[src/design/hvb_pkg.sv]
// Shared types, constants and tables of the heading vote bearing estimator.
package hvb_pkg;

    // Angle format and CORDIC length
    localparam int ANGLE_FRAC_BITS = 12;
    localparam int CORDIC_STEPS    = 16;

    // Field widths
    localparam int HEAD_W  = 15;
    localparam int CHG_W   = 9;
    localparam int LIMIT_W = 8;
    localparam int SECT_W  = 3;

    // Vote bins
    localparam int NUM_BINS = 8;
    localparam int BIN_W    = 8;
    localparam logic [LIMIT_W-1:0] LIMIT_RESET = 8'd5;

    // Angles in Q30 radians
    localparam longint PI_Q30    = 64'sd3373259426;
    localparam int     ANG_SHIFT = 30 - ANGLE_FRAC_BITS;
    localparam longint PI_OUT    = (PI_Q30 + (longint'(1) << (ANG_SHIFT - 1))) >>> ANG_SHIFT;

    // Heading scaled to Q30 for the sector compare
    localparam int HQ_W = HEAD_W + ANG_SHIFT + 1;

    // Sector boundaries: odd multiples of pi/8, truncated toward zero
    localparam logic signed [HQ_W-1:0] SECTOR_BOUND [NUM_BINS] = '{
        HQ_W'(-((PI_Q30 * 7) / 8)),
        HQ_W'(-((PI_Q30 * 5) / 8)),
        HQ_W'(-((PI_Q30 * 3) / 8)),
        HQ_W'(-(PI_Q30 / 8)),
        HQ_W'(PI_Q30 / 8),
        HQ_W'((PI_Q30 * 3) / 8),
        HQ_W'((PI_Q30 * 5) / 8),
        HQ_W'((PI_Q30 * 7) / 8)
    };

    // Vector sum arithmetic
    localparam int DIAG_W     = 17;
    localparam logic signed [DIAG_W-1:0] DIAG_Q16 = 17'sd46341;
    localparam int UNIT_SHIFT = 16;
    localparam int VEC_SHIFT  = 8;
    localparam int A_W        = BIN_W + 1;
    localparam int C_W        = BIN_W + 2;
    localparam int PROD_W     = C_W + DIAG_W;
    localparam int SUM_W      = PROD_W + 1;
    localparam int CW         = SUM_W + VEC_SHIFT + 2;

    // CORDIC angle accumulator and table
    localparam int ZW        = 35;
    localparam int RND_W     = ZW - ANG_SHIFT;
    localparam int TABLE_LEN = 24;
    localparam int IDX_W     = $clog2(TABLE_LEN);
    localparam int STEP_W    = $clog2(CORDIC_STEPS);

    localparam logic signed [ZW-1:0]     PI_Z         = ZW'(PI_Q30);
    localparam logic signed [ZW-1:0]     RND_HALF     = ZW'(longint'(1) << (ANG_SHIFT - 1));
    localparam logic signed [RND_W-1:0]  PI_RND       = RND_W'(PI_OUT);
    localparam logic signed [HEAD_W-1:0] BEARING_MAX  = HEAD_W'(PI_OUT);

    localparam logic signed [ZW-1:0] ATAN_Q30 [TABLE_LEN] = '{
        35'sd843314857, 35'sd497837829, 35'sd263043837, 35'sd133525159,
        35'sd67021687,  35'sd33543516,  35'sd16775851,  35'sd8388437,
        35'sd4194283,   35'sd2097149,   35'sd1048576,   35'sd524288,
        35'sd262144,    35'sd131072,    35'sd65536,     35'sd32768,
        35'sd16384,     35'sd8192,      35'sd4096,      35'sd2048,
        35'sd1024,      35'sd512,       35'sd256,       35'sd128
    };

    // Queue depth (power of two)
    localparam int Q_DEPTH = 2;
    localparam int QA_W    = $clog2(Q_DEPTH);

    // Classified input word
    typedef struct packed {
        logic [SECT_W-1:0] sector;
        logic              vote_up;
        logic              vote_down;
        logic              clear;
    } t_cls;

    // CORDIC request and response
    typedef struct packed {
        logic                 start;
        logic signed [CW-1:0] x;
        logic signed [CW-1:0] y;
    } t_cor_req;

    typedef struct packed {
        logic                     done;
        logic signed [HEAD_W-1:0] angle;
    } t_cor_rsp;

endpackage

[src/design/hvb_front.sv]
// Front end: sorts the heading into a sector and decodes the vote direction.
module hvb_front (
    input  logic signed [hvb_pkg::HEAD_W-1:0] i_heading,
    input  logic signed [hvb_pkg::CHG_W-1:0]  i_strength_change,
    input  logic                              i_clear_votes,
    output hvb_pkg::t_cls                     o_cls
);

    logic signed [hvb_pkg::HQ_W-1:0] hq;
    logic [hvb_pkg::SECT_W:0]        cnt;

    // Count the boundaries at or below the heading
    always_comb begin
        hq  = hvb_pkg::HQ_W'(i_heading) <<< hvb_pkg::ANG_SHIFT;
        cnt = '0;
        for (int j = 0; j < hvb_pkg::NUM_BINS; j++) begin
            if (hq >= hvb_pkg::SECTOR_BOUND[j]) begin
                cnt = cnt + 1'b1;
            end
        end
    end

    // Wrap the count so that the band around +-pi lands in the last sector
    always_comb begin
        o_cls.sector    = hvb_pkg::SECT_W'(cnt + (hvb_pkg::SECT_W + 1)'(hvb_pkg::NUM_BINS - 1));
        o_cls.vote_up   = !i_strength_change[hvb_pkg::CHG_W-1] && (i_strength_change != '0);
        o_cls.vote_down = i_strength_change[hvb_pkg::CHG_W-1];
        o_cls.clear     = i_clear_votes;
    end

endmodule

[src/design/hvb_queue.sv]
// Short queue of classified words between the front and back ends.
module hvb_queue (
    input  logic          i_clk,
    input  logic          i_rst_n,
    input  logic          i_push,
    input  hvb_pkg::t_cls i_push_data,
    output logic          o_full,
    input  logic          i_pop,
    output logic          o_valid,
    output hvb_pkg::t_cls o_pop_data
);

    hvb_pkg::t_cls              r_mem [hvb_pkg::Q_DEPTH];
    logic [hvb_pkg::QA_W-1:0]   r_wr_ptr, n_wr_ptr;
    logic [hvb_pkg::QA_W-1:0]   r_rd_ptr, n_rd_ptr;
    logic [hvb_pkg::QA_W:0]     r_count, n_count;
    logic                       do_push, do_pop;

    always_comb begin
        o_full     = (r_count == (hvb_pkg::QA_W + 1)'(hvb_pkg::Q_DEPTH));
        o_valid    = (r_count != '0);
        o_pop_data = r_mem[r_rd_ptr];
        do_push    = i_push && !o_full;
        do_pop     = i_pop && o_valid;
        n_wr_ptr   = do_push ? r_wr_ptr + 1'b1 : r_wr_ptr;
        n_rd_ptr   = do_pop ? r_rd_ptr + 1'b1 : r_rd_ptr;
        n_count    = r_count;
        if (do_push && !do_pop) begin
            n_count = r_count + 1'b1;
        end else if (do_pop && !do_push) begin
            n_count = r_count - 1'b1;
        end
    end

    // Advance pointers and fill count
    always_ff @(posedge i_clk) begin
        if (!i_rst_n) begin
            r_wr_ptr <= '0;
            r_rd_ptr <= '0;
            r_count  <= '0;
        end else begin
            r_wr_ptr <= n_wr_ptr;
            r_rd_ptr <= n_rd_ptr;
            r_count  <= n_count;
        end
    end

    // Store the pushed word
    always_ff @(posedge i_clk) begin
        if (do_push) begin
            r_mem[r_wr_ptr] <= i_push_data;
        end
    end

endmodule

[src/design/hvb_cordic.sv]
// Iterative vectoring CORDIC that returns atan2(y, x) in Q3.12 radians.
module hvb_cordic (
    input  logic              i_clk,
    input  logic              i_rst_n,
    input  hvb_pkg::t_cor_req i_req,
    output hvb_pkg::t_cor_rsp o_rsp
);

    localparam logic [1:0] C_IDLE = 2'd0;
    localparam logic [1:0] C_PREP = 2'd1;
    localparam logic [1:0] C_RUN  = 2'd2;
    localparam logic [1:0] C_FIN  = 2'd3;

    logic [1:0]                          r_state, n_state;
    logic signed [hvb_pkg::CW-1:0]       r_x, n_x;
    logic signed [hvb_pkg::CW-1:0]       r_y, n_y;
    logic signed [hvb_pkg::ZW-1:0]       r_z, n_z;
    logic [hvb_pkg::STEP_W-1:0]          r_step, n_step;
    logic                                r_zero, n_zero;
    logic                                r_done, n_done;
    logic signed [hvb_pkg::HEAD_W-1:0]   r_angle, n_angle;

    logic signed [hvb_pkg::CW-1:0]       dx, dy;
    logic signed [hvb_pkg::ZW-1:0]       ang_step;
    logic signed [hvb_pkg::RND_W-1:0]    rnd;
    logic signed [hvb_pkg::RND_W-1:0]    clamped;

    always_comb begin
        dx       = r_y >>> r_step;
        dy       = r_x >>> r_step;
        ang_step = hvb_pkg::ATAN_Q30[hvb_pkg::IDX_W'(r_step)];
        rnd      = hvb_pkg::RND_W'((r_z + hvb_pkg::RND_HALF) >>> hvb_pkg::ANG_SHIFT);
        clamped  = rnd;
        if (rnd > hvb_pkg::PI_RND) begin
            clamped = hvb_pkg::PI_RND;
        end else if (rnd < -hvb_pkg::PI_RND) begin
            clamped = -hvb_pkg::PI_RND;
        end
    end

    // Sequence: load, fold into the right half plane, rotate, round
    always_comb begin
        n_state = r_state;
        n_x     = r_x;
        n_y     = r_y;
        n_z     = r_z;
        n_step  = r_step;
        n_zero  = r_zero;
        n_done  = 1'b0;
        n_angle = r_angle;
        case (r_state)
            C_IDLE: begin
                if (i_req.start) begin
                    n_x     = i_req.x;
                    n_y     = i_req.y;
                    n_state = C_PREP;
                end
            end
            C_PREP: begin
                n_zero = (r_x == '0) && (r_y == '0);
                n_step = '0;
                if (r_x < 0) begin
                    n_z = (r_y >= 0) ? hvb_pkg::PI_Z : -hvb_pkg::PI_Z;
                    n_x = -r_x;
                    n_y = -r_y;
                end else begin
                    n_z = '0;
                end
                n_state = C_RUN;
            end
            C_RUN: begin
                if (r_y >= 0) begin
                    n_x = r_x + dx;
                    n_y = r_y - dy;
                    n_z = r_z + ang_step;
                end else begin
                    n_x = r_x - dx;
                    n_y = r_y + dy;
                    n_z = r_z - ang_step;
                end
                n_step = r_step + 1'b1;
                if (r_step == hvb_pkg::STEP_W'(hvb_pkg::CORDIC_STEPS - 1)) begin
                    n_state = C_FIN;
                end
            end
            C_FIN: begin
                n_angle = r_zero ? '0 : hvb_pkg::HEAD_W'(clamped);
                n_done  = 1'b1;
                n_state = C_IDLE;
            end
            default: begin
                n_state = C_IDLE;
            end
        endcase
    end

    // Control state
    always_ff @(posedge i_clk) begin
        if (!i_rst_n) begin
            r_state <= C_IDLE;
            r_done  <= 1'b0;
        end else begin
            r_state <= n_state;
            r_done  <= n_done;
        end
    end

    // Datapath
    always_ff @(posedge i_clk) begin
        r_x     <= n_x;
        r_y     <= n_y;
        r_z     <= n_z;
        r_step  <= n_step;
        r_zero  <= n_zero;
        r_angle <= n_angle;
    end

    assign o_rsp.done  = r_done;
    assign o_rsp.angle = r_angle;

endmodule

[src/design/hvb_back.sv]
// Back end: vote bins, decay, vector sum, CORDIC control and result register.
module hvb_back (
    input  logic                               i_clk,
    input  logic                               i_rst_n,
    input  logic                               i_cfg_we,
    input  logic [hvb_pkg::LIMIT_W-1:0]        i_cfg_wdata,
    input  logic                               i_q_valid,
    input  hvb_pkg::t_cls                      i_q_data,
    output logic                               o_q_pop,
    output hvb_pkg::t_cor_req                  o_cor_req,
    input  hvb_pkg::t_cor_rsp                  i_cor_rsp,
    output logic                               o_out_valid,
    input  logic                               i_out_stall,
    output logic signed [hvb_pkg::HEAD_W-1:0]  o_bearing,
    output logic                               o_bearing_valid,
    output logic [hvb_pkg::SECT_W-1:0]         o_sector
);

    localparam logic [2:0] S_IDLE  = 3'd0;
    localparam logic [2:0] S_VOTE  = 3'd1;
    localparam logic [2:0] S_DECAY = 3'd2;
    localparam logic [2:0] S_MULT  = 3'd3;
    localparam logic [2:0] S_SUM   = 3'd4;
    localparam logic [2:0] S_ATAN  = 3'd5;
    localparam logic [2:0] S_OUT   = 3'd6;

    logic [2:0]                           r_state, n_state;
    logic [hvb_pkg::LIMIT_W-1:0]          r_limit;
    hvb_pkg::t_cls                        r_cls, n_cls;
    logic [hvb_pkg::BIN_W-1:0]            r_bins [hvb_pkg::NUM_BINS];
    logic [hvb_pkg::BIN_W-1:0]            n_bins [hvb_pkg::NUM_BINS];
    logic signed [hvb_pkg::A_W-1:0]       r_a, n_a;
    logic signed [hvb_pkg::A_W-1:0]       r_d, n_d;
    logic signed [hvb_pkg::PROD_W-1:0]    r_pc, n_pc;
    logic signed [hvb_pkg::PROD_W-1:0]    r_pe, n_pe;
    logic                                 r_any, n_any;
    logic signed [hvb_pkg::HEAD_W-1:0]    r_bearing, n_bearing;
    logic                                 r_out_valid, n_out_valid;
    logic signed [hvb_pkg::HEAD_W-1:0]    r_out_bearing, n_out_bearing;
    logic                                 r_out_bvalid, n_out_bvalid;
    logic [hvb_pkg::SECT_W-1:0]           r_out_sector, n_out_sector;

    logic [hvb_pkg::SECT_W-1:0]           opp;
    logic                                 any_now;
    logic                                 exceed;
    logic signed [hvb_pkg::C_W-1:0]       c_sum, e_sum;
    logic signed [hvb_pkg::SUM_W-1:0]     x_sum, y_sum;
    logic                                 out_free;

    // Bin reductions over independent compares
    always_comb begin
        opp     = r_cls.sector + hvb_pkg::SECT_W'(hvb_pkg::NUM_BINS / 2);
        any_now = 1'b0;
        exceed  = 1'b0;
        for (int i = 0; i < hvb_pkg::NUM_BINS; i++) begin
            any_now = any_now | (r_bins[i] != '0);
            exceed  = exceed | (r_bins[i] > r_limit);
        end
        c_sum = $signed(hvb_pkg::C_W'(r_bins[2])) + $signed(hvb_pkg::C_W'(r_bins[4]))
              - $signed(hvb_pkg::C_W'(r_bins[0])) - $signed(hvb_pkg::C_W'(r_bins[6]));
        e_sum = $signed(hvb_pkg::C_W'(r_bins[4])) + $signed(hvb_pkg::C_W'(r_bins[6]))
              - $signed(hvb_pkg::C_W'(r_bins[0])) - $signed(hvb_pkg::C_W'(r_bins[2]));
        x_sum = (hvb_pkg::SUM_W'(r_a) <<< hvb_pkg::UNIT_SHIFT) + hvb_pkg::SUM_W'(r_pc);
        y_sum = (hvb_pkg::SUM_W'(r_d) <<< hvb_pkg::UNIT_SHIFT) + hvb_pkg::SUM_W'(r_pe);
        out_free = !r_out_valid || !i_out_stall;
    end

    // CORDIC request
    always_comb begin
        o_cor_req.start = (r_state == S_SUM) && r_any;
        o_cor_req.x     = hvb_pkg::CW'(x_sum) <<< hvb_pkg::VEC_SHIFT;
        o_cor_req.y     = hvb_pkg::CW'(y_sum) <<< hvb_pkg::VEC_SHIFT;
    end

    // Sequencer
    always_comb begin
        n_state       = r_state;
        n_cls         = r_cls;
        n_bins        = r_bins;
        n_a           = r_a;
        n_d           = r_d;
        n_pc          = r_pc;
        n_pe          = r_pe;
        n_any         = r_any;
        n_bearing     = r_bearing;
        n_out_valid   = r_out_valid && i_out_stall;
        n_out_bearing = r_out_bearing;
        n_out_bvalid  = r_out_bvalid;
        n_out_sector  = r_out_sector;
        o_q_pop       = 1'b0;
        case (r_state)
            S_IDLE: begin
                if (i_q_valid) begin
                    o_q_pop = 1'b1;
                    n_cls   = i_q_data;
                    n_state = S_VOTE;
                end
            end
            S_VOTE: begin
                // apply the vote or empty the bins
                for (int i = 0; i < hvb_pkg::NUM_BINS; i++) begin
                    if (r_cls.clear) begin
                        n_bins[i] = '0;
                    end else if (hvb_pkg::SECT_W'(i) == r_cls.sector) begin
                        if (r_cls.vote_up && (r_bins[i] != '1)) begin
                            n_bins[i] = r_bins[i] + 1'b1;
                        end else if (r_cls.vote_down && (r_bins[i] != '0)) begin
                            n_bins[i] = r_bins[i] - 1'b1;
                        end
                    end else if (hvb_pkg::SECT_W'(i) == opp) begin
                        if (r_cls.vote_up && (r_bins[i] != '0)) begin
                            n_bins[i] = r_bins[i] - 1'b1;
                        end else if (r_cls.vote_down && (r_bins[i] != '1)) begin
                            n_bins[i] = r_bins[i] + 1'b1;
                        end
                    end
                end
                n_state = S_DECAY;
            end
            S_DECAY: begin
                // decay every nonzero bin once any bin passes the limit
                if (exceed) begin
                    for (int i = 0; i < hvb_pkg::NUM_BINS; i++) begin
                        if (r_bins[i] != '0) begin
                            n_bins[i] = r_bins[i] - 1'b1;
                        end
                    end
                end
                n_state = S_MULT;
            end
            S_MULT: begin
                n_a     = $signed(hvb_pkg::A_W'(r_bins[3])) - $signed(hvb_pkg::A_W'(r_bins[7]));
                n_d     = $signed(hvb_pkg::A_W'(r_bins[5])) - $signed(hvb_pkg::A_W'(r_bins[1]));
                n_pc    = hvb_pkg::PROD_W'(c_sum) * hvb_pkg::PROD_W'(hvb_pkg::DIAG_Q16);
                n_pe    = hvb_pkg::PROD_W'(e_sum) * hvb_pkg::PROD_W'(hvb_pkg::DIAG_Q16);
                n_any   = any_now;
                n_state = S_SUM;
            end
            S_SUM: begin
                if (r_any) begin
                    n_state = S_ATAN;
                end else begin
                    n_bearing = '0;
                    n_state   = S_OUT;
                end
            end
            S_ATAN: begin
                if (i_cor_rsp.done) begin
                    n_bearing = i_cor_rsp.angle;
                    n_state   = S_OUT;
                end
            end
            S_OUT: begin
                if (out_free) begin
                    n_out_valid   = 1'b1;
                    n_out_bearing = r_bearing;
                    n_out_bvalid  = r_any;
                    n_out_sector  = r_cls.sector;
                    n_state       = S_IDLE;
                end
            end
            default: begin
                n_state = S_IDLE;
            end
        endcase
    end

    // Control state, bins and limit register
    always_ff @(posedge i_clk) begin
        if (!i_rst_n) begin
            r_state     <= S_IDLE;
            r_limit     <= hvb_pkg::LIMIT_RESET;
            r_out_valid <= 1'b0;
            for (int i = 0; i < hvb_pkg::NUM_BINS; i++) begin
                r_bins[i] <= '0;
            end
        end else begin
            r_state     <= n_state;
            r_out_valid <= n_out_valid;
            r_bins      <= n_bins;
            if (i_cfg_we) begin
                r_limit <= i_cfg_wdata;
            end
        end
    end

    // Payload
    always_ff @(posedge i_clk) begin
        r_cls         <= n_cls;
        r_a           <= n_a;
        r_d           <= n_d;
        r_pc          <= n_pc;
        r_pe          <= n_pe;
        r_any         <= n_any;
        r_bearing     <= n_bearing;
        r_out_bearing <= n_out_bearing;
        r_out_bvalid  <= n_out_bvalid;
        r_out_sector  <= n_out_sector;
    end

    assign o_out_valid     = r_out_valid;
    assign o_bearing       = r_out_bearing;
    assign o_bearing_valid = r_out_bvalid;
    assign o_sector        = r_out_sector;

    // CORDIC answers only while the sequencer waits for it
    a_cor_done_in_atan: assert property (@(posedge i_clk) disable iff (!i_rst_n)
        i_cor_rsp.done |-> (r_state == S_ATAN))
        else $error("CORDIC result arrived outside the wait state");

    // A clear leaves every bin empty
    a_clear_empties: assert property (@(posedge i_clk) disable iff (!i_rst_n)
        (r_state == S_DECAY) && r_cls.clear |-> !any_now)
        else $error("bins not empty after clear");

    // Empty bins report a zero bearing
    a_zero_when_empty: assert property (@(posedge i_clk) disable iff (!i_rst_n)
        r_out_valid && !r_out_bvalid |-> (r_out_bearing == '0))
        else $error("nonzero bearing without votes");

    // Bearing stays within plus or minus pi
    a_bearing_range: assert property (@(posedge i_clk) disable iff (!i_rst_n)
        r_out_valid |-> (r_out_bearing <= hvb_pkg::BEARING_MAX)
                     && (r_out_bearing >= -hvb_pkg::BEARING_MAX))
        else $error("bearing out of range");

endmodule

[src/design/heading_vote_bearing_estimator_core.sv]
// Top level of the heading vote bearing estimator.
// Each input word is classified into one of eight heading sectors and queued; the back
// end then updates the vote bins, applies the decay rule against vote_limit, forms the
// vote-weighted vector sum and runs a 16-step iterative CORDIC for the bearing, one
// micro-rotation per cycle; the two-word queue lets the input side accept while
// the back end is busy, and the result register holds a finished word while the next is
// computed. vote_limit resets to 5 and should be written only while the block is idle.
module heading_vote_bearing_estimator_core (
    input  logic                               i_clk,
    input  logic                               i_rst_n,
    input  logic                               i_cfg_we,
    input  logic [hvb_pkg::LIMIT_W-1:0]        i_cfg_wdata,
    input  logic                               i_in_valid,
    output logic                               o_in_stall,
    input  logic signed [hvb_pkg::HEAD_W-1:0]  i_heading,
    input  logic signed [hvb_pkg::CHG_W-1:0]   i_strength_change,
    input  logic                               i_clear_votes,
    output logic                               o_out_valid,
    input  logic                               i_out_stall,
    output logic signed [hvb_pkg::HEAD_W-1:0]  o_bearing,
    output logic                               o_bearing_valid,
    output logic [hvb_pkg::SECT_W-1:0]         o_sector
);

    hvb_pkg::t_cls     front_cls;
    hvb_pkg::t_cls     q_data;
    logic              q_full;
    logic              q_valid;
    logic              q_pop;
    hvb_pkg::t_cor_req cor_req;
    hvb_pkg::t_cor_rsp cor_rsp;

    // Classify the input word
    hvb_front u_front (
        .i_heading         (i_heading),
        .i_strength_change (i_strength_change),
        .i_clear_votes     (i_clear_votes),
        .o_cls             (front_cls)
    );

    // Hold classified words for the back end
    hvb_queue u_queue (
        .i_clk       (i_clk),
        .i_rst_n     (i_rst_n),
        .i_push      (i_in_valid),
        .i_push_data (front_cls),
        .o_full      (q_full),
        .i_pop       (q_pop),
        .o_valid     (q_valid),
        .o_pop_data  (q_data)
    );

    assign o_in_stall = q_full;

    // atan2 unit used by the back end
    hvb_cordic u_cordic (
        .i_clk   (i_clk),
        .i_rst_n (i_rst_n),
        .i_req   (cor_req),
        .o_rsp   (cor_rsp)
    );

    // Vote bins and result
    hvb_back u_back (
        .i_clk           (i_clk),
        .i_rst_n         (i_rst_n),
        .i_cfg_we        (i_cfg_we),
        .i_cfg_wdata     (i_cfg_wdata),
        .i_q_valid       (q_valid),
        .i_q_data        (q_data),
        .o_q_pop         (q_pop),
        .o_cor_req       (cor_req),
        .i_cor_rsp       (cor_rsp),
        .o_out_valid     (o_out_valid),
        .i_out_stall     (i_out_stall),
        .o_bearing       (o_bearing),
        .o_bearing_valid (o_bearing_valid),
        .o_sector        (o_sector)
    );

endmodule
[config.mk]
export PLATFORM = sky130hd
export DESIGN_NAME = heading_vote_bearing_estimator_core
export DESIGN_NICKNAME = d
export VERILOG_FILES = /design/src/design/hvb_pkg.sv /design/src/design/hvb_front.sv /design/src/design/hvb_queue.sv /design/src/design/hvb_cordic.sv /design/src/design/hvb_back.sv /design/src/design/heading_vote_bearing_estimator_core.sv
export SDC_FILE = /design/constraint.sdc
export NUM_CORES = 2
export LEC_CHECK = 0
export BUFFER_PORTS_ARGS = -buffer_cell sky130_fd_sc_hd__buf_2
export CORE_UTILIZATION = 48
export DETAILED_ROUTE_END_ITERATION = 16
export PLACE_DENSITY = 0.72
export SYNTH_ARGS = -nofsm -noshare
export SYNTH_HDL_FRONTEND = slang
export SYNTH_SLANG_ARGS = --single-unit
[constraint.sdc]
create_clock -name i_clk -period 8.55 [get_ports i_clk]
set_clock_uncertainty 0.2 [all_clocks]
set_input_delay 0.855 -clock i_clk [delete_from_list [all_inputs] [get_ports i_clk]]
set_output_delay 0.855 -clock i_clk [all_outputs]
set_load 0.1 [all_outputs]
==> flow_metrics.env <==
export IMPL_cts_sink_count=339
export IMPL_synth_top_flop_cell="edfxtp_1"
export IMPL_min_delay_start="u_back.r_bearing[14]"
export IMPL_ys_seq_area_frac=0.232
export IMPL_grt_max_degree=105
export IMPL_fmax_mhz=123
export IMPL_synth_warnings=0
export IMPL_cp_common_cell="fa_1"
export IMPL_clock_latency_ns=0.61
export IMPL_start_util=0.488
export IMPL_post_route_period_util=0.950
export IMPL_critical_path_endpoint_type="flip-flop"
export IMPL_synth_async_sr_flop_share=0
export IMPL_antenna_found_initial=1
export IMPL_cts_root_buf="clkbuf_16"
export IMPL_cts_tree="built"
export IMPL_boundaryPins=59
export IMPL_cts_buffer_depth=3
export IMPL_min_path_type="flip-flop to flip-flop"
export IMPL_path_clk_slew_ns=0.06
export IMPL_numPortBuffers=58
export IMPL_setup_viol=0
export IMPL_die_area_sq_mm=0.0852
export IMPL_synth_cell_types=106
export IMPL_synth_top_area_cell="edfxtp_1"
export IMPL_gp_congestion=0.992
export IMPL_min_path_cells=0
export IMPL_synth_common_cells="ha_1 (438), nand2_1 (356), nor2_1 (352), inv_1 (323), o21ai_0 (284)"
export IMPL_synthTopCellsByArea="edfxtp_1 (19%), ha_1 (14%), xnor2_1 (5.5%)"
export IMPL_layout_nets=5144
export IMPL_drc_errors=0
export IMPL_ys_ff_latch=339
export IMPL_area_growth_syn_to_layout_pct=6.56
export IMPL_die_w_um=292
export IMPL_r2r_setup_slack_ns=0.43
export IMPL_maxSlewHeadroom=0.174
export IMPL_avgSynthCellArea_sq_um=8.66
export IMPL_dr_first_iter_drc_count=3125
export IMPL_cp_max_fo=4
export IMPL_cts_buffers_inserted=43
export IMPL_worst_slew_pin_slew_ns=1.24
export IMPL_finalSetupTns_ns=0
export IMPL_synth_edf_count=256
export IMPL_fp_row_count=105
export IMPL_slowest_stage="fa_1"
export IMPL_timing_rr_end="u_back.r_pc[26]"
export IMPL_critical_path_max_stage_delay_ns=0.56
export IMPL_dieHeight_um=292
export IMPL_finalWirelength_um=116000
export IMPL_layout_min_cycle_time_ns=8.12
export IMPL_outcome="finished, final reports clean"
export IMPL_synthCells=4658
export IMPL_coreArea_sq_mm=0.0826
export IMPL_grt_total_usage=0.266
export IMPL_grt_pass1_vias=33817
export IMPL_hold_viol=0
export IMPL_wl_per_cell_um=20.3
export IMPL_viasPerCell=6.25
export IMPL_slew_violations=0
export IMPL_syn_nets=5215
export IMPL_overflow=0
export IMPL_drt_pass1_iterations=6
export IMPL_postRouteAntennaNets=0
export IMPL_yosysMostFrequentCell="ha_1"
export IMPL_hold_ws_ns=0.225
export IMPL_cp_start_kind="flip-flop"
export IMPL_grt_pass1_wl_um=184000
export IMPL_rr_startpoint="u_back.r_bins[24]"
export IMPL_final_layout_size_suffix_gt1_frac=0.0857
export IMPL_htree_levels=2
export IMPL_synth_top_area_frac=0.191
export IMPL_worstPathArrival_ns=8.27
export IMPL_min_to="u_back.o_bearing[14]"
export IMPL_rr_worst_depth=32
export IMPL_vias=35549
export IMPL_path_class="flip-flop to flip-flop"
export IMPL_synthesis_area_sq_mm=0.0403
export IMPL_maxCapViolCount=0
export IMPL_critical_path_required_ns=8.69
export IMPL_dpl_hpwl_um=87300
-- per-stage QoR --
step	setup WS [ns]	cells	utilization	area (sq um)
after global placement	0.289	5611	0.501	41400
after floorplan	0.501	4658	-	40300
after detailed placement	0.131	5611	0.501	41400
after CTS	0.100	5689	0.519	42900
after global routing	-0.0485	5690	0.520	43000
final	0.428	5692	0.520	43000
-- sequential cells by signal, indices dropped and copies added, names as in the netlist, 4 cells and up --
signal            flops
u_back.o_bearing     15
u_back.r_a            9
u_back.r_bearing     15
u_back.r_bins        64
u_back.r_cls          6
u_back.r_d            9
u_back.r_limit        8
u_back.r_pc          27
u_back.r_pe          27
u_cordic.r_angle     15
u_cordic.r_step       4
u_cordic.r_x         38
u_cordic.r_y         38
u_cordic.r_z         35
u_queue.r_mem        12
-- logic make-up (layout without fill, tap and decap cells) --
group | after synthesis | after routing | share of synthesized area
adder cells (fa/ha/maj) | 519 | 519 | 0.176
flip-flops | 339 | 339 | 0.232
AO/OA/AOI/OAI | 1170 | 1170 | 0.188
XOR/XNOR | 403 | 403 | 0.0878
other | 0 | 2 | 0
AND/OR/NAND/NOR | 1418 | 1418 | 0.175
buffers and inverters | 563 | 525 | 0.0569
multiplexers | 246 | 246 | 0.0850
-- cell usage in the layout (no fill, tap or decap), types with 44 or more instances in the layout --
cell type,instances
and3_1,44
nand2_1,356
and2_1,68
nand2b_1,62
nor3_1,87
nand3_1,135
inv_1,321
xor2_1,149
ha_1,434
mux2_2,79
dfxtp_1,82
a21o_1,85
nor2_1,351
edfxtp_1,256
mux2i_1,97
fa_1,81
nor2b_1,62
nand4_1,56
buf_4,62
o22ai_1,61
a21oi_1,264
buf_2,57
o21ai_0,282
mux4_2,56
o21a_1,47
clkbuf_16,45
xnor2_1,251
-- critical path, delay by kind of cell (launching register included) --
| kind | cells | cell delay (ns) |
|---|---|---|
| buffers and inverters | 3 | 0.19 |
| adders and majority gates | 9 | 3.74 |
| AOI/OAI and AO/OA | 12 | 2.07 |
| DFF | 1 | 0.31 |
| xor gates and xnor gates | 4 | 0.58 |
| and+or+nand+nor | 4 | 0.80 |
-- layer usage --
metal	vias to the layer above	GRT usage	part of all wire
li1	16941	-	-
met1	16844	0.349	0.42
met2	1462	0.438	0.46
met3	300	0.0368	0.075
met4	2	0.110	0.043
met5	-	0	0.00011
-- timing repair --
action                                  CTS  global route
hold buffers                              0             0
buffers inserted                          0             1
endpoints found under the setup margin    0             4
gates resized for setup                   0            10
-- how the worst max path moves through the flow --
stage	cells past startpoint	slack (ns)	startpoint	endpoint
2_1_floorplan	31	0.50	u_back.r_bins[40]	u_back.r_pc[26]
3_3_place_gp	32	0.29	u_back.r_bins[24]	u_back.r_pc[26]
3_5_place_dp	32	0.13	u_back.r_bins[24]	u_back.r_pc[26]
4_1_cts	32	0.10	u_back.r_bins[24]	u_back.r_pc[26]
5_1_grt	32	-0.05	u_back.r_bins[40]	u_back.r_pc[26]
6_report	32	0.43	u_back.r_bins[24]	u_back.r_pc[26]
-- final cells by class --
cell class | instances | area [sq um]
Antenna cell | 2 | 5.00
Clock buffer | 54 | 1180
Clock inverter | 24 | 308
Fill cell | 7573 | 39700
Inverter | 326 | 1220
Multi-Input combinational cell | 3756 | 28800
Sequential cell | 339 | 9350
Tap cell | 1070 | 1340
Timing Repair Buffer | 121 | 791
Power is left out: the tool's default activity adds up to more than one toggle a clock period on the data nets, which glitch-free logic cannot reach.
